[config.mk]
export PLATFORM = sky130hd
export DESIGN_NAME = crc_checked_packet_receiver_unit_flat
export DESIGN_NICKNAME = d
export VERILOG_FILES = /design/src/rtl/cpr_pkg.sv /design/src/rtl/cpr_in_if.sv /design/src/rtl/cpr_out_if.sv /design/src/rtl/cpr_front.sv /design/src/rtl/cpr_queue.sv /design/src/rtl/cpr_back.sv /design/src/rtl/crc_checked_packet_receiver_unit.sv /design/src/flat_wrapper.sv
export SDC_FILE = /design/constraint.sdc
export NUM_CORES = 1
export LEC_CHECK = 0
export BUFFER_PORTS_ARGS = -buffer_cell sky130_fd_sc_hd__buf_2
export CORE_MARGIN = 1.5
export CORE_UTILIZATION = 60
export DETAILED_ROUTE_END_ITERATION = 8
export PLACE_DENSITY = 0.79
export RECOVER_POWER = 100
export SLEW_MARGIN = 15
export SYNTH_ARGS = -nofsm -noshare
export SYNTH_HDL_FRONTEND = slang
export SYNTH_HIERARCHICAL = 1
export SYNTH_SLANG_ARGS = --single-unit
[constraint.sdc]
create_clock -name clk -period 7.58 [get_ports clk]
set_input_delay 1.516 -clock clk [delete_from_list [all_inputs] [get_ports clk]]
set_output_delay 1.516 -clock clk [all_outputs]
set_load 0.005 [all_outputs]
[src/rtl/cpr_pkg.sv]
// Package for the CRC-checked packet receiver: verdict codes, queue job and
// store write types, sequencer states and the CRC-16/XMODEM byte step.
// No dependencies.
`timescale 1ns / 1ps
`default_nettype none
package cpr_pkg;

  // Widest count and address over the whole range of the packet buffer size
  localparam int CNT_MAX_W  = 11;
  localparam int ADDR_MAX_W = 10;

  localparam int JOBQ_DEPTH = 4;
  localparam int JOBQ_PTR_W = 2;

  localparam logic [7:0] KNOCK_FIRST  = 8'h2A;  // '*'
  localparam logic [7:0] KNOCK_SECOND = 8'h23;  // '#'
  localparam int         HDR_BYTES    = 5;
  localparam int         PAYLOAD_OFS  = 4;

  typedef enum logic [0:0] {
    REG_START_BYTE = 1'b0,
    REG_ACK_TYPE   = 1'b1
  } reg_idx_t;

  typedef enum logic [2:0] {
    ST_ACCEPTED     = 3'd0,
    ST_KNOCK        = 3'd1,
    ST_TOO_SHORT    = 3'd2,
    ST_BAD_START    = 3'd3,
    ST_LEN_MISMATCH = 3'd4,
    ST_BAD_CRC      = 3'd5,
    ST_WRONG_SEQ    = 3'd6,
    ST_DROPPED      = 3'd7
  } status_t;

  typedef enum logic [1:0] {
    B_IDLE,
    B_VERDICT,
    B_READ,
    B_LOAD
  } back_st_t;

  typedef enum logic [0:0] {
    KIND_VERDICT = 1'b0,
    KIND_PAYLOAD = 1'b1
  } kind_t;

  typedef struct packed {
    status_t                status;
    logic [7:0]             ack_sequence;
    logic [CNT_MAX_W-1:0]   pcount;
  } job_t;

  typedef struct packed {
    logic                   we;
    logic [ADDR_MAX_W-1:0]  addr;
    logic [7:0]             data;
  } store_wr_t;

  typedef struct packed {
    kind_t        kind;
    status_t      status;
    logic [7:0]   payload_byte;
    logic [5:0]   payload_count;
    logic [7:0]   ack_sequence;
    logic [15:0]  ack_crc;
    logic         last_result;
  } res_t;

  function automatic logic [15:0] crc_xmodem_byte(input logic [15:0] crc,
                                                  input logic [7:0]  data);
    logic [15:0] x;
    x = {crc[7:0], crc[15:8]} ^ {8'h00, data};
    x = x ^ {12'h000, x[7:4]};
    x = x ^ {x[3:0], 12'h000};
    x = x ^ {3'b000, x[7:0], 5'b00000};
    return x;
  endfunction

  // CRC after the fixed size bytes of the acknowledge frame
  localparam logic [15:0] ACK_CRC_SEED = crc_xmodem_byte(crc_xmodem_byte(16'h0000, 8'h02),
                                                         8'h00);

endpackage
`default_nettype wire

[src/rtl/cpr_in_if.sv]
// Receive byte channel of the packet receiver: valid/ready plus one byte and
// its end-of-packet mark. No dependencies.
`timescale 1ns / 1ps
`default_nettype none
interface cpr_in_if;
  logic       valid;
  logic       ready;
  logic [7:0] rx_byte;
  logic       end_of_packet;

  modport source (output valid, output rx_byte, output end_of_packet, input ready);
  modport sink   (input valid, input rx_byte, input end_of_packet, output ready);
endinterface
`default_nettype wire

[src/rtl/cpr_out_if.sv]
// Result channel of the packet receiver: valid/ready plus verdict or payload
// fields. No dependencies.
`timescale 1ns / 1ps
`default_nettype none
interface cpr_out_if;
  logic        valid;
  logic        ready;
  logic        kind;
  logic [2:0]  status;
  logic [7:0]  payload_byte;
  logic [5:0]  payload_count;
  logic [7:0]  ack_sequence;
  logic [15:0] ack_crc;
  logic        last_result;

  modport source (output valid, output kind, output status, output payload_byte,
                  output payload_count, output ack_sequence, output ack_crc,
                  output last_result, input ready);
  modport sink   (input valid, input kind, input status, input payload_byte,
                  input payload_count, input ack_sequence, input ack_crc,
                  input last_result, output ready);
endinterface
`default_nettype wire

[src/rtl/cpr_front.sv]
// Receive front end: counts and stores packet bytes, runs the CRC, checks the
// packet at its end and pushes one job per packet. Depends on cpr_pkg.
`timescale 1ns / 1ps
`default_nettype none
module cpr_front #(
  parameter int MAX_PACKET_BYTES = 64
) (
  input  wire                      clk,
  input  wire                      rst,
  input  wire                      in_valid,
  output logic                     in_ready,
  input  wire  [7:0]               rx_byte,
  input  wire                      end_of_packet,
  input  wire  [7:0]               start_byte,
  input  wire                      q_full,
  output logic                     q_push,
  output cpr_pkg::job_t            q_data,
  input  wire                      pay_done,
  output cpr_pkg::store_wr_t       store_wr
);
  import cpr_pkg::*;

  localparam int CNT_W  = $clog2(MAX_PACKET_BYTES + 1);
  localparam int ADDR_W = $clog2(MAX_PACKET_BYTES);

  logic [CNT_W-1:0] byte_count;
  logic [CNT_W-1:0] count_next;
  logic [15:0]      running_crc;
  logic [15:0]      crc_next;
  logic             overflow_flag;
  logic             ovf_next;
  logic [7:0]       expected_sequence;
  logic             hold;
  logic [7:0]       hdr [HDR_BYTES];
  logic [7:0]       hdr_eff [HDR_BYTES];
  logic             take;
  logic             has_room;
  logic [15:0]      size;
  status_t          status;
  logic [CNT_W-1:0] pcount;

  assign in_ready = !q_full && !hold;
  assign take     = in_valid && in_ready;
  assign has_room = byte_count < CNT_W'(MAX_PACKET_BYTES);

  always_comb begin
    crc_next   = (byte_count != '0) ? crc_xmodem_byte(running_crc, rx_byte) : running_crc;
    count_next = has_room ? byte_count + CNT_W'(1) : byte_count;
    ovf_next   = overflow_flag || !has_room;
    for (int k = 0; k < HDR_BYTES; k++) begin
      hdr_eff[k] = (byte_count == CNT_W'(k)) ? rx_byte : hdr[k];
    end
    size   = {hdr_eff[2], hdr_eff[1]};
    pcount = count_next - CNT_W'(6);
    if (ovf_next) begin
      status = ST_DROPPED;
    end else if (count_next < CNT_W'(HDR_BYTES)) begin
      status = ST_TOO_SHORT;
    end else if (hdr_eff[0] != start_byte) begin
      status = ST_BAD_START;
    end else if (size == 16'h0000) begin
      status = (hdr_eff[3] == KNOCK_FIRST && hdr_eff[4] == KNOCK_SECOND) ?
               ST_KNOCK : ST_DROPPED;
    end else if ({1'b0, size} + 17'd5 != 17'(count_next)) begin
      status = ST_LEN_MISMATCH;
    end else if (crc_next != 16'h0000) begin
      status = ST_BAD_CRC;
    end else if (hdr_eff[3] != expected_sequence) begin
      status = ST_WRONG_SEQ;
    end else begin
      status = ST_ACCEPTED;
    end
  end

  always_comb begin
    q_push              = take && end_of_packet;
    q_data.status       = status;
    q_data.ack_sequence = expected_sequence;
    q_data.pcount       = (status == ST_ACCEPTED) ? CNT_MAX_W'(pcount) : '0;
    store_wr.we         = take && has_room;
    store_wr.addr       = ADDR_MAX_W'(byte_count[ADDR_W-1:0]);
    store_wr.data       = rx_byte;
  end

  always_ff @(posedge clk) begin
    if (rst) begin
      byte_count        <= '0;
      running_crc       <= '0;
      overflow_flag     <= 1'b0;
      expected_sequence <= '0;
      hold              <= 1'b0;
    end else begin
      if (pay_done) begin
        hold <= 1'b0;
      end
      if (take) begin
        if (end_of_packet) begin
          byte_count    <= '0;
          running_crc   <= '0;
          overflow_flag <= 1'b0;
          if (status == ST_ACCEPTED) begin
            expected_sequence <= expected_sequence + 8'd1;
            // hold the next packet off the store until its payload is replayed
            if (pcount != '0) begin
              hold <= 1'b1;
            end
          end
        end else begin
          byte_count    <= count_next;
          running_crc   <= crc_next;
          overflow_flag <= ovf_next;
        end
      end
    end
  end

  always_ff @(posedge clk) begin
    if (take) begin
      for (int k = 0; k < HDR_BYTES; k++) begin
        hdr[k] <= hdr_eff[k];
      end
    end
  end

endmodule
`default_nettype wire

[src/rtl/cpr_queue.sv]
// Short job queue between the receive front end and the result sequencer.
// Depends on cpr_pkg.
`timescale 1ns / 1ps
`default_nettype none
module cpr_queue (
  input  wire                 clk,
  input  wire                 rst,
  input  wire                 push,
  input  cpr_pkg::job_t       push_data,
  output logic                full,
  input  wire                 pop,
  output cpr_pkg::job_t       pop_data,
  output logic                empty
);
  import cpr_pkg::*;

  job_t                slots [JOBQ_DEPTH];
  logic [JOBQ_PTR_W-1:0] wr_ptr;
  logic [JOBQ_PTR_W-1:0] rd_ptr;
  logic [JOBQ_PTR_W:0]   fill;

  assign full     = fill == (JOBQ_PTR_W + 1)'(JOBQ_DEPTH);
  assign empty    = fill == '0;
  assign pop_data = slots[rd_ptr];

  always_ff @(posedge clk) begin
    if (rst) begin
      wr_ptr <= '0;
      rd_ptr <= '0;
      fill   <= '0;
    end else begin
      if (push) begin
        wr_ptr <= wr_ptr + JOBQ_PTR_W'(1);
      end
      if (pop) begin
        rd_ptr <= rd_ptr + JOBQ_PTR_W'(1);
      end
      if (push && !pop) begin
        fill <= fill + (JOBQ_PTR_W + 1)'(1);
      end else if (pop && !push) begin
        fill <= fill - (JOBQ_PTR_W + 1)'(1);
      end
    end
  end

  always_ff @(posedge clk) begin
    if (push) begin
      slots[wr_ptr] <= push_data;
    end
  end

endmodule
`default_nettype wire

[src/rtl/cpr_back.sv]
// Result sequencer: owns the packet store, turns each job into a verdict and
// replays the payload through the output register. Depends on cpr_pkg.
`timescale 1ns / 1ps
`default_nettype none
module cpr_back #(
  parameter int MAX_PACKET_BYTES = 64
) (
  input  wire                  clk,
  input  wire                  rst,
  input  cpr_pkg::store_wr_t   store_wr,
  input  wire                  q_empty,
  output logic                 q_pop,
  input  cpr_pkg::job_t        q_data,
  input  wire  [7:0]           ack_type_byte,
  output logic                 pay_done,
  output logic                 out_valid,
  input  wire                  out_ready,
  output cpr_pkg::res_t        out_item
);
  import cpr_pkg::*;

  localparam int CNT_W  = $clog2(MAX_PACKET_BYTES + 1);
  localparam int ADDR_W = $clog2(MAX_PACKET_BYTES);

  logic [7:0]           store [MAX_PACKET_BYTES];
  logic [7:0]           rd_data;
  back_st_t             state;
  back_st_t             state_next;
  job_t                 job;
  logic [CNT_W-1:0]     idx;
  logic [CNT_MAX_W-1:0] rd_sum;
  logic                 slot_free;
  logic                 load_verdict;
  logic                 load_pay;
  logic                 rd_en;
  logic                 pay_last;
  res_t                 verdict;
  res_t                 pay_item;

  assign slot_free = !out_valid || out_ready;
  assign rd_sum    = CNT_MAX_W'(idx) + CNT_MAX_W'(PAYLOAD_OFS);
  assign pay_last  = CNT_MAX_W'(idx) + CNT_MAX_W'(1) == job.pcount;

  always_ff @(posedge clk) begin
    if (store_wr.we) begin
      store[store_wr.addr[ADDR_W-1:0]] <= store_wr.data;
    end
    if (rd_en) begin
      rd_data <= store[rd_sum[ADDR_W-1:0]];
    end
  end

  always_comb begin
    verdict               = '0;
    verdict.kind          = KIND_VERDICT;
    verdict.status        = job.status;
    verdict.last_result   = 1'b1;
    if (job.status == ST_ACCEPTED) begin
      verdict.payload_count = job.pcount[5:0];
      verdict.ack_sequence  = job.ack_sequence;
      verdict.ack_crc       = crc_xmodem_byte(crc_xmodem_byte(ACK_CRC_SEED, job.ack_sequence),
                                              ack_type_byte);
      verdict.last_result   = job.pcount == '0;
    end
    pay_item              = '0;
    pay_item.kind         = KIND_PAYLOAD;
    pay_item.status       = ST_ACCEPTED;
    pay_item.payload_byte = rd_data;
    pay_item.last_result  = pay_last;
  end

  always_comb begin
    state_next   = state;
    q_pop        = 1'b0;
    load_verdict = 1'b0;
    load_pay     = 1'b0;
    rd_en        = 1'b0;
    pay_done     = 1'b0;
    case (state)
      B_IDLE: begin
        if (!q_empty) begin
          q_pop      = 1'b1;
          state_next = B_VERDICT;
        end
      end
      B_VERDICT: begin
        if (slot_free) begin
          load_verdict = 1'b1;
          state_next   = (job.status == ST_ACCEPTED && job.pcount != '0) ? B_READ : B_IDLE;
        end
      end
      B_READ: begin
        rd_en      = 1'b1;
        state_next = B_LOAD;
      end
      B_LOAD: begin
        if (slot_free) begin
          load_pay = 1'b1;
          if (pay_last) begin
            pay_done   = 1'b1;
            state_next = B_IDLE;
          end else begin
            state_next = B_READ;
          end
        end
      end
      default: state_next = B_IDLE;
    endcase
  end

  always_ff @(posedge clk) begin
    if (rst) begin
      state     <= B_IDLE;
      out_valid <= 1'b0;
    end else begin
      state <= state_next;
      if (load_verdict || load_pay) begin
        out_valid <= 1'b1;
      end else if (out_ready) begin
        out_valid <= 1'b0;
      end
    end
  end

  always_ff @(posedge clk) begin
    if (q_pop) begin
      job <= q_data;
    end
    if (load_verdict) begin
      idx      <= '0;
      out_item <= verdict;
    end else if (load_pay) begin
      idx      <= idx + CNT_W'(1);
      out_item <= pay_item;
    end
  end

endmodule
`default_nettype wire

[src/rtl/crc_checked_packet_receiver_unit.sv]
// Top level of the CRC-checked packet receiver; holds the configuration
// registers and joins front end, job queue and result sequencer.
// Depends on cpr_pkg, cpr_in_if, cpr_out_if, cpr_front, cpr_queue, cpr_back.
`timescale 1ns / 1ps
`default_nettype none
// Bytes of a packet are taken one per cycle while ready is high; ready is low
// while the job queue is full or a payload is being replayed. At the marked
// last byte the packet is checked in that same cycle and its verdict joins a
// four-entry job queue, so rejected packets do not wait on the result side.
// From the queue the verdict passes through the job register into the output
// register once the result side is free. After an accepted packet with
// payload, the receive side holds ready low until the last payload byte is
// loaded, since the payload is replayed from the one packet store that the
// next packet would overwrite: each payload byte takes one store read and
// then one output register load. Configuration is written through
// cfg_write_en, cfg_index and cfg_data.
module crc_checked_packet_receiver_unit #(
  parameter int MAX_PACKET_BYTES = 64
) (
  input  wire        clk,
  input  wire        rst,
  cpr_in_if.sink     rx,
  cpr_out_if.source  res,
  input  wire        cfg_write_en,
  input  wire  [0:0] cfg_index,
  input  wire  [7:0] cfg_data
);
  import cpr_pkg::*;

  logic [7:0] start_byte;
  logic [7:0] ack_type_byte;
  logic       q_full;
  logic       q_empty;
  logic       q_push;
  logic       q_pop;
  job_t       q_in;
  job_t       q_out;
  logic       pay_done;
  store_wr_t  store_wr;
  res_t       out_item;

  always_ff @(posedge clk) begin
    if (rst) begin
      start_byte    <= '0;
      ack_type_byte <= '0;
    end else if (cfg_write_en) begin
      case (reg_idx_t'(cfg_index))
        REG_START_BYTE: start_byte    <= cfg_data;
        REG_ACK_TYPE:   ack_type_byte <= cfg_data;
        default: ;
      endcase
    end
  end

  cpr_front #(
    .MAX_PACKET_BYTES (MAX_PACKET_BYTES)
  ) u_front (
    .clk           (clk),
    .rst           (rst),
    .in_valid      (rx.valid),
    .in_ready      (rx.ready),
    .rx_byte       (rx.rx_byte),
    .end_of_packet (rx.end_of_packet),
    .start_byte    (start_byte),
    .q_full        (q_full),
    .q_push        (q_push),
    .q_data        (q_in),
    .pay_done      (pay_done),
    .store_wr      (store_wr)
  );

  cpr_queue u_queue (
    .clk       (clk),
    .rst       (rst),
    .push      (q_push),
    .push_data (q_in),
    .full      (q_full),
    .pop       (q_pop),
    .pop_data  (q_out),
    .empty     (q_empty)
  );

  cpr_back #(
    .MAX_PACKET_BYTES (MAX_PACKET_BYTES)
  ) u_back (
    .clk           (clk),
    .rst           (rst),
    .store_wr      (store_wr),
    .q_empty       (q_empty),
    .q_pop         (q_pop),
    .q_data        (q_out),
    .ack_type_byte (ack_type_byte),
    .pay_done      (pay_done),
    .out_valid     (res.valid),
    .out_ready     (res.ready),
    .out_item      (out_item)
  );

  assign res.kind          = out_item.kind;
  assign res.status        = out_item.status;
  assign res.payload_byte  = out_item.payload_byte;
  assign res.payload_count = out_item.payload_count;
  assign res.ack_sequence  = out_item.ack_sequence;
  assign res.ack_crc       = out_item.ack_crc;
  assign res.last_result   = out_item.last_result;

endmodule
`default_nettype wire
[src/flat_wrapper.sv]
// flat-port wrapper written by rule: the top's interface ports become plain ports
module crc_checked_packet_receiver_unit_flat import cpr_pkg::*;
#(
  parameter int MAX_PACKET_BYTES = 64
)
  (clk, rst, cfg_write_en, cfg_index, cfg_data, rx_valid, rx_rx_byte, rx_end_of_packet, rx_ready, res_valid, res_kind, res_status, res_payload_byte, res_payload_count, res_ack_sequence, res_ack_crc, res_last_result, res_ready);
  cpr_in_if rx_i ();
  cpr_out_if res_i ();
  input  wire clk;
  input  wire rst;
  input  wire cfg_write_en;
  input  wire  [0:0] cfg_index;
  input  wire  [7:0] cfg_data;
  input wire logic [$bits(rx_i.valid)-1:0] rx_valid;
  input wire logic [$bits(rx_i.rx_byte)-1:0] rx_rx_byte;
  input wire logic [$bits(rx_i.end_of_packet)-1:0] rx_end_of_packet;
  output wire logic [$bits(rx_i.ready)-1:0] rx_ready;
  output wire logic [$bits(res_i.valid)-1:0] res_valid;
  output wire logic [$bits(res_i.kind)-1:0] res_kind;
  output wire logic [$bits(res_i.status)-1:0] res_status;
  output wire logic [$bits(res_i.payload_byte)-1:0] res_payload_byte;
  output wire logic [$bits(res_i.payload_count)-1:0] res_payload_count;
  output wire logic [$bits(res_i.ack_sequence)-1:0] res_ack_sequence;
  output wire logic [$bits(res_i.ack_crc)-1:0] res_ack_crc;
  output wire logic [$bits(res_i.last_result)-1:0] res_last_result;
  input wire logic [$bits(res_i.ready)-1:0] res_ready;
  assign rx_i.valid = rx_valid;
  assign rx_i.rx_byte = rx_rx_byte;
  assign rx_i.end_of_packet = rx_end_of_packet;
  assign rx_ready = rx_i.ready;
  assign res_valid = res_i.valid;
  assign res_kind = res_i.kind;
  assign res_status = res_i.status;
  assign res_payload_byte = res_i.payload_byte;
  assign res_payload_count = res_i.payload_count;
  assign res_ack_sequence = res_i.ack_sequence;
  assign res_ack_crc = res_i.ack_crc;
  assign res_last_result = res_i.last_result;
  assign res_i.ready = res_ready;
  crc_checked_packet_receiver_unit #(.MAX_PACKET_BYTES(MAX_PACKET_BYTES)) u_core (.clk(clk), .rst(rst), .rx(rx_i), .res(res_i), .cfg_write_en(cfg_write_en), .cfg_index(cfg_index), .cfg_data(cfg_data));
endmodule
==> flow_metrics.py, run 1 <==
metrics = {
    "detailed_routing": {
        "drt_iter0_drc": 2148,
        "ant_nets": 0,
        "post-route-drc-count": 0,
        "wl_per_cell_microns": 25.82,
        "vias": 19170,
        "drtPass1Iterations": 6,
        "viasPerCell": 6.493,
        "drt-total-wl_microns": 76260,
    },
    "timing": {
        "finalHoldViolations": 0,
        "worstMarginPinSlew_ns": 3.433,
        "timing.fmax_mhz": 156.6,
        "skew_ns": 0.01443,
        "finalSetupTns_ns": 0,
        "fin_crit_ns": 6.386,
        "slew_headroom": -1.288,
        "setup_ws_ns": 1.194,
        "holdWs_ns": 0.4397,
        "setup_viol": 0,
        "drv_slew": 525,
        "fin_crit_sh": 0.8425,
        "rsz0062_at_grt": "false",
    },
    "grt": {
        "grt_pass1_wl_microns": 114500,
        "grt_max_degree": 75,
        "grt_pass1_vias": 18800,
        "grt_antenna_before_repair": 0,
        "grt_overflow_total": 0,
        "gr-usage-all-layers": 0.2689,
    },
    "cts": {
        "cts_sinks": 781,
        "cts_buffers": 78,
        "cts_buffer_depth": 3,
        "cts_setup_buffers": 0,
        "cts_tree": "done",
        "clk_latency_ns": 0.63,
        "hold_buffers": 0,
        "clk_pin_slew_ns": 0.06,
        "h-tree-depth": 3,
        "ctsResizeCount": 0,
        "clockRootBuffer": "clkbuf_16",
    },
    "setup_path": {
        "r2r_slack_ns": 1.19,
        "r2r-end": "u_core/u_front/hold",
        "setup.worst_path.start": "u_core/u_back/idx[2]",
        "r2r-start": "u_core/u_back/idx[2]",
        "cp_slowest_cell": "clkbuf_1",
        "r2r_cells": 7,
        "setup.worst_path.start_class": "flop",
        "cp.arrival_ns": 6.90,
        "critical_path_required_ns": 8.10,
        "path_class": "flop to flop",
        "critPathMaxFanout": 55,
        "path_cells": "clkbuf_1 -> nand3_1 -> xnor2_1 -> or3_1 -> a2111oi_0 -> nor2b_1 -> o21ba_2",
        "end_kind": "flop",
        "slowest_delay_ns": 2.41,
    },
    "placed_design": {
        "dp_cells": 2808,
        "place_ws_ns": 1.758,
        "gp_congestion": 0.8992,
        "port_buffers": 67,
        "dp_hpwl_microns": 47410,
        "post_dp_cell_area_sq_um": 34030,
    },
    "floorplanning": {
        "initial_core_util": 0.6062,
        "core_area_sq_um": 55090,
        "die_height_microns": 238.9,
        "die_width_microns": 238.9,
        "placementRows": 86,
        "io_pins": 68,
        "dieArea_sq_um": 57080,
    },
    "logic_synthesis": {
        "syn_area_sq_um": 33400,
        "yosysWarnings": 6,
        "synthCells": 2100,
        "synth.avg_cell_area_sq_um": 15.90,
    },
    "min_path": {
        "hold_class": "flop to flop",
        "hold_start": "u_core/u_back/out_item[31]",
        "hold_path_end": "u_core/u_back/out_item[31]",
        "hold_depth": 2,
    },
    "cells_and_area": {
        "drive_above_1_share": 0.1379,
        "final_common_cell": "edfxtp_1",
        "final_cell_mix": "704 x edfxtp_1, 170 x nor2_1, 126 x mux4_2",
        "design_area_sq_um": 36470,
        "fillerInstances": 3660,
        "insertedDiodeCount": 0,
        "nets": 2181,
        "fin_cells": 2953,
        "synthToLayoutAreaGrowth_pct": 9.190,
    },
    "power": {
        "peakVddDrop_mv": 0.2175,
        "cellLeakagePower_uw": 0.01163,
        "p_per_area_nw_per_um2": 287.7,
    },
    "flow_run": {
        "maxCapViolations": 14,
    },
    "status": {
        "violations": "max-capacitance violations, max-slew violations",
        "outcome": "finished, violations left",
    },
}
[metrics by stage]
stage | util | total power (uW)
floorplan | - | 6297
global placement | 0.6176 | 6673
detailed placement | 0.6176 | 6715
CTS | 0.6637 | 10530
global route | 0.6619 | 10810
finish | 0.6619 | 10490
[worst max-delay path: cells and delay by family (launching register included)]
| kind | cells | cell delay [ns] |
|---|---|---|
| buffers and inverters | 1 | 2.41 |
| AO/OA/AOI/OAI | 2 | 1.93 |
| XOR/XNOR | 1 | 0.34 |
| AND/OR/NAND/NOR | 3 | 1.26 |
| flip-flops | 1 | 0.31 |
[routing by layer]
metal  up-vias  routed length [microns]  GRT usage
met2       958                    37510     0.4406
met3       176                     5567    0.04538
met1      9727                    30690     0.3686
met4         0                     2489    0.09283
li1       8312                        -          -
met5         -                        0          0
[flip-flops by register name, indices dropped and copies added, names as in the netlist, 2 cells and up, named ones only]
signal                            cells
u_core/u_back/store                 512
u_core/u_queue/slots                 88
u_core/u_back/out_item               43
u_core/u_front/hdr                   40
u_core/u_back/job                    22
u_core/u_front/running_crc           16
u_core/ack_type_byte                  8
u_core/start_byte                     8
u_core/u_back/rd_data                 8
u_core/u_front/expected_sequence      8
u_core/u_back/idx                     7
u_core/u_front/byte_count             7
u_core/u_queue/fill                   3
u_core/u_back/state                   2
u_core/u_queue/rd_ptr                 2
u_core/u_queue/wr_ptr                 2
[layout make-up]
cell class              count  area (sq um)  area share
multi-input cells        1159          9729      0.2668
repair buffers             95         466.7     0.01280
clock inverters            46         422.9     0.01160
clock buffers              97          2118     0.05809
inverters                  27         101.3    0.002779
flip-flops and latches    781         22690      0.6223
well taps                 748         935.9     0.02567
[how the worst max path moves through the flow]
stage | endpoint | cells after the start
after detailed placement | u_core/u_front/expected_sequence[3] | 10
final | u_core/u_front/hold | 7
after CTS | u_core/u_queue/slots[2][0] | 12
after global routing | u_core/u_queue/slots[0][0] | 9
after global placement | u_core/u_front/expected_sequence[3] | 10
after floorplan | u_core/u_front/expected_sequence[3] | 10
[where the power goes]
group          switching [uW]  internal, uW
Combinational             858           580
Sequential                204          5010
Clock                    1610          2230
Total                    2680          7810
Note: power is estimated with default switching activity, not from simulation.
==> run 2: changes to the inputs <==
--- a/config.mk
+++ b/config.mk
@@ -7,9 +7,9 @@
 export LEC_CHECK = 0
 export BUFFER_PORTS_ARGS = -buffer_cell sky130_fd_sc_hd__buf_2
 export CORE_MARGIN = 1.5
-export CORE_UTILIZATION = 60
+export CORE_UTILIZATION = 57
 export DETAILED_ROUTE_END_ITERATION = 8
-export PLACE_DENSITY = 0.79
+export PLACE_DENSITY = 0.78
 export RECOVER_POWER = 100
 export SLEW_MARGIN = 15
 export SYNTH_ARGS = -nofsm -noshare
==> constraint.sdc (replaced) <==
create_clock -name clk -period 5.3 [get_ports clk]
set_input_delay 1.06 -clock clk [delete_from_list [all_inputs] [get_ports clk]]
set_output_delay 1.06 -clock clk [all_outputs]
set_load 0.005 [all_outputs]
==> flow_metrics.py, run 2 (synthesis gave the netlist of run 1 again) <==
metrics = {
    "status": {
        "outcome": "finished, violations left",
        "violations": "max-capacitance violations, max-slew violations",
    },
    "power": {
        "p_per_area_nw_per_um2": 408.0,
        "power_uw": 14910,
        "peakVddDrop_mv": 0.3083,
        "cellLeakagePower_uw": 0.01168,
    },
    "cts": {
        "cts_setup_buffers": 0,
        "cts_tree": "done",
        "cts_sinks": 781,
        "clockRootBuffer": "clkbuf_16",
        "clk_latency_ns": 0.62,
        "h-tree-depth": 3,
        "hold_buffers": 0,
        "cts_buffer_depth": 3,
        "ctsResizeCount": 0,
        "clk_pin_slew_ns": 0.06,
        "cts_buffers": 77,
    },
    "detailed_routing": {
        "wl_per_cell_microns": 25.01,
        "post-route-drc-count": 0,
        "drtPass1Iterations": 6,
        "vias": 19120,
        "viasPerCell": 6.411,
        "drt-total-wl_microns": 74590,
        "ant_nets": 0,
        "drt_iter0_drc": 2085,
    },
    "timing": {
        "slew_headroom": -0.8477,
        "finalHoldViolations": 0,
        "timing.fmax_mhz": 204.9,
        "drv_slew": 264,
        "fin_crit_sh": 0.9209,
        "finalSetupTns_ns": 0,
        "setup_viol": 0,
        "fin_crit_ns": 4.881,
        "skew_ns": 0.03059,
        "worstMarginPinSlew_ns": 2.772,
        "rsz0062_at_grt": "false",
    },
    "floorplanning": {
        "placementRows": 88,
        "initial_core_util": 0.5777,
        "die_height_microns": 245.1,
        "dieArea_sq_um": 60050,
        "core_area_sq_um": 57810,
        "io_pins": 68,
        "die_width_microns": 245.1,
    },
    "placed_design": {
        "port_buffers": 67,
        "dp_hpwl_microns": 46750,
        "gp_congestion": 0.8832,
        "post_dp_cell_area_sq_um": 34190,
    },
    "flow_run": {
        "maxCapViolations": 10,
    },
    "min_path": {
        "hold_class": "flop to flop",
    },
    "cells_and_area": {
        "largest_reg_flops": 512,
        "final_cell_mix": "704 x edfxtp_1, 169 x nor2_1, 126 x mux4_2",
        "drive_above_1_share": 0.1430,
        "final_common_cell": "edfxtp_1",
        "insertedDiodeCount": 0,
        "design_area_sq_um": 36540,
        "nets": 2195,
        "synthToLayoutAreaGrowth_pct": 9.411,
    },
    "setup_path": {
        "cp_slowest_cell": "nor4_1",
        "path_class": "flop to flop",
        "critPathMaxFanout": 16,
        "slowest_delay_ns": 0.76,
        "setup.worst_path.start_class": "flop",
        "path_cells": "buf_4 -> inv_1 -> ha_1 -> nor2b_1 -> clkbuf_1 -> nand2_1 -> buf_4 -> mux2_2 -> ha_1 -> xnor3_1 -> and3_1 -> a211o_1 -> nor4_1 -> and4_1 -> a41oi_1 -> nor4_1",
        "cp.arrival_ns": 5.19,
        "critical_path_required_ns": 5.61,
        "end_kind": "flop",
    },
    "grt": {
        "gr-usage-all-layers": 0.2518,
        "grt_antenna_before_repair": 2,
        "grt_pass1_wl_microns": 113700,
        "grt_pass1_vias": 18900,
        "grt_max_degree": 75,
        "grt_overflow_total": 0,
    },
}
==> run 2: cell types whose count changed in the layout (fill, tap and decap cells not counted), sizes merged <==
cell / previous run / this run
buf: 38 / 50
inv: 29 / 28
clkinv: 30 / 25
clkinvlp: 7 / 2
clkbuf: 154 / 165
==> run 2: power breakdown <==
group	switching, uW	internal, uW	total [uW]
combinational	1240	845	2080
sequential	247	7160	7410
clock	2250	3170	5420
==> run 2: routing by layer <==
metal	share of wire	up-vias	GRT usage
met5	0.00015	-	0
met4	0.029	2	0.08624
met3	0.080	155	0.04516
met2	0.49	865	0.4088
met1	0.40	9752	0.3460
li1	-	8344	-
==> run 2: critical path: cells and delay by family (launching register included) <==
family / cells / cell delay (ns)
simple gates: 6 / 1.85
mux: 1 / 0.36
compound gates: 2 / 0.57
buf+inv: 4 / 0.72
flops: 1 / 0.31
fa+ha+maj: 2 / 0.43
xor+xnor: 1 / 0.35
==> run 2: final timing paths <==
check	from	endpoint	slack [ns]	cells past startpoint
min	u_core/u_back/out_item[35]	u_core/u_back/out_item[35]	0.45	2
min reg2reg	u_core/u_back/out_item[35]	u_core/u_back/out_item[35]	0.45	2
max	u_core/u_front/byte_count[1]	u_core/u_queue/slots[3][4]	0.42	16
max reg2reg	u_core/u_front/byte_count[1]	u_core/u_queue/slots[3][4]	0.42	16
==> run 2: area by class of cell <==
type,count,area [sq um]
inverters,27,101.3
clock buffers,105,2126
flip-flops and latches,781,22690
well taps,765,957.2
multi-input cells,1159,9731
clock inverters,35,380.4
repair buffers,110,553.0
fillers,3969,21270
==> run 2: per-stage QoR <==
step,utilization,instances,hold slack [ns],worst slack [ns]
2_1_floorplan,-,2103,0.4345,1.027
3_3_place_gp,0.5914,2842,0.4342,0.6658
3_5_place_dp,0.5914,2842,0.4360,0.5323
4_1_cts,0.6348,2982,0.4556,0.5111
5_1_grt,0.6321,2982,0.4663,0.04774
6_report,0.6321,2982,0.4515,0.4191
==> run 3: changes to the inputs <==
--- a/config.mk
+++ b/config.mk
@@ -6,10 +6,11 @@
 export NUM_CORES = 1
 export LEC_CHECK = 0
 export BUFFER_PORTS_ARGS = -buffer_cell sky130_fd_sc_hd__buf_2
-export CORE_MARGIN = 1.5
-export CORE_UTILIZATION = 57
+export CAP_MARGIN = 20
+export CORE_MARGIN = 2
+export CORE_UTILIZATION = 60
 export DETAILED_ROUTE_END_ITERATION = 8
-export PLACE_DENSITY = 0.78
+export PLACE_DENSITY = 0.79
 export RECOVER_POWER = 100
 export SLEW_MARGIN = 15
 export SYNTH_ARGS = -nofsm -noshare
==> constraint.sdc (replaced) <==
create_clock -name clk -period 4.6 [get_ports clk]
set_input_delay 0.92 -clock clk [delete_from_list [all_inputs] [get_ports clk]]
set_output_delay 0.92 -clock clk [all_outputs]
set_load 0.005 [all_outputs]
==> flow_metrics.py, run 3 (synthesis gave the netlist of run 1 again) <==
metrics = {
    "grt": {
        "gr-usage-all-layers": 0.2729,
        "grt_overflow_total": 0,
        "grt_pass1_vias": 19340,
        "grt_antenna_before_repair": 2,
        "grt_pass1_wl_microns": 116600,
        "grt_max_degree": 77,
    },
    "cells_and_area": {
        "nets": 2225,
        "synthToLayoutAreaGrowth_pct": 9.940,
        "final_cell_mix": "704 x edfxtp_1, 170 x nor2_1, 126 x mux4_2",
        "largest_reg_flops": 512,
        "final_common_cell": "edfxtp_1",
        "insertedDiodeCount": 0,
        "drive_above_1_share": 0.1467,
    },
    "cts": {
        "cts_tree": "done",
        "clk_latency_ns": 0.63,
        "cts_sinks": 781,
        "cts_buffers": 77,
        "ctsResizeCount": 0,
        "cts_buffer_depth": 3,
        "hold_buffers": 0,
        "cts_setup_buffers": 0,
        "h-tree-depth": 3,
        "clk_pin_slew_ns": 0.06,
        "clockRootBuffer": "clkbuf_16",
    },
    "detailed_routing": {
        "drtPass1Iterations": 9,
        "viasPerCell": 6.482,
        "drt_iter0_drc": 2228,
        "vias": 19430,
        "wl_per_cell_microns": 25.75,
        "ant_nets": 0,
        "post-route-drc-count": 16,
        "drt-total-wl_microns": 77180,
    },
    "status": {
        "outcome": "finished, violations left",
        "violations": "design-rule violations, max-capacitance violations, max-slew violations",
    },
    "setup_path": {
        "path_class": "flop to flop",
        "slowest_delay_ns": 0.67,
        "cp_common_cell": "or3_1",
        "setup.worst_path.start_class": "flop",
        "r2r-end": "u_core/u_front/expected_sequence[4]",
        "critPathMaxFanout": 15,
        "r2r_slack_ns": 0.23,
        "critical_path_required_ns": 5.10,
        "cp.arrival_ns": 4.88,
        "end_kind": "flop",
        "critPathTopFamily": "compound AO/OA/AOI/OAI gates",
        "path_buf_inv": 0,
        "r2r-start": "u_core/u_front/byte_count[5]",
        "path_cells": "or4_4 -> o21ai_1 -> nand2_1 -> ha_1 -> a31oi_1 -> a22oi_1 -> xnor2_1 -> or3_1 -> a311o_1 -> o32a_1 -> or3_1 -> mux2_1",
        "cp_slowest_cell": "or4_4",
        "r2r_cells": 12,
    },
    "timing": {
        "worstMarginPinSlew_ns": 3.394,
        "finalSetupTns_ns": 0,
        "skew_ns": 0.02670,
        "drv_slew": 371,
        "setup_ws_ns": 0.2252,
        "slew_headroom": -1.263,
        "holdWs_ns": 0.4398,
        "setup_viol": 0,
        "rsz0062_at_grt": "false",
        "finalHoldViolations": 0,
        "fin_crit_ns": 4.375,
        "timing.fmax_mhz": 228.6,
        "fin_crit_sh": 0.9511,
    },
    "power": {
        "cellLeakagePower_uw": 0.01174,
        "power_uw": 17150,
        "p_per_area_nw_per_um2": 467.0,
        "peakVddDrop_mv": 0.3506,
    },
    "min_path": {
        "hold_depth": 2,
        "hold_start": "u_core/u_back/out_item[32]",
        "hold_path_end": "u_core/u_back/out_item[32]",
        "hold_class": "flop to flop",
    },
    "placed_design": {
        "port_buffers": 67,
        "dp_hpwl_microns": 47600,
        "place_ws_ns": 0.2309,
        "gp_congestion": 0.9191,
    },
    "floorplanning": {
        "placementRows": 86,
        "io_pins": 68,
        "die_width_microns": 239.9,
        "core_area_sq_um": 55090,
        "die_height_microns": 239.9,
        "initial_core_util": 0.6062,
        "dieArea_sq_um": 57560,
    },
    "flow_run": {
        "maxCapViolations": 7,
    },
}
[run 3: cell count changes in the layout (fill, tap and decap cells not counted), sizes merged]
cell      before  now
buf           50   56
bufinv         7    5
clkbuf       165  183
clkinv        25   32
clkinvlp       2    3
inv           28   30
[run 3: how the worst max path moves through the flow]
stage                                            start                                   to  cells after the start
after floorplan           u_core/u_front/byte_count[2]  u_core/u_front/expected_sequence[4]                     15
after global placement                   rx_rx_byte[5]  u_core/u_front/expected_sequence[3]                     10
after detailed placement  u_core/u_front/byte_count[5]           u_core/u_queue/slots[0][2]                     11
after CTS                 u_core/u_front/byte_count[5]           u_core/u_queue/slots[1][2]                     11
after global routing      u_core/u_front/byte_count[5]  u_core/u_front/expected_sequence[4]                     12
final                     u_core/u_front/byte_count[5]  u_core/u_front/expected_sequence[4]                     12
[run 3: area by class of cell]
cell class / instances / area, sq um
Clock buffer: 99 / 2072
Clock inverter: 43 / 410.4
Fill cell: 3664 / 18380
Inverter: 27 / 101.3
Multi-Input combinational cell: 1159 / 9809
Sequential cell: 781 / 22690
Tap cell: 748 / 935.9
Timing Repair Buffer: 140 / 698.2
[run 3: metrics by stage]
stage	util	cells	cell area, sq um
finish	0.6664	2997	36720
CTS	0.6692	2996	36870
detailed placement	0.6241	2854	34380
global placement	0.6240	2853	34380
global route	0.6664	2997	36720
floorplan	-	2103	33410
[run 3: per-layer routing]
metal,vias to the layer above,share of wire,track usage
li1,8403,-,-
met2,1025,0.49,0.4416
met5,-,0.00017,0
met4,2,0.034,0.1001
met1,9811,0.39,0.3767
met3,185,0.084,0.04811
[run 3: power by group]
part	internal, uW	total (uW)	switching, uW
Clock	3500	6140	2640
Combinational	979	2410	1430
Sequential	8250	8600	348
[run 3: worst min-delay path, stage by stage (launching register included)]
cell and delay, ns:
dfxtp_1 0.31, nand2_1 0.05, nand2_1 0.04
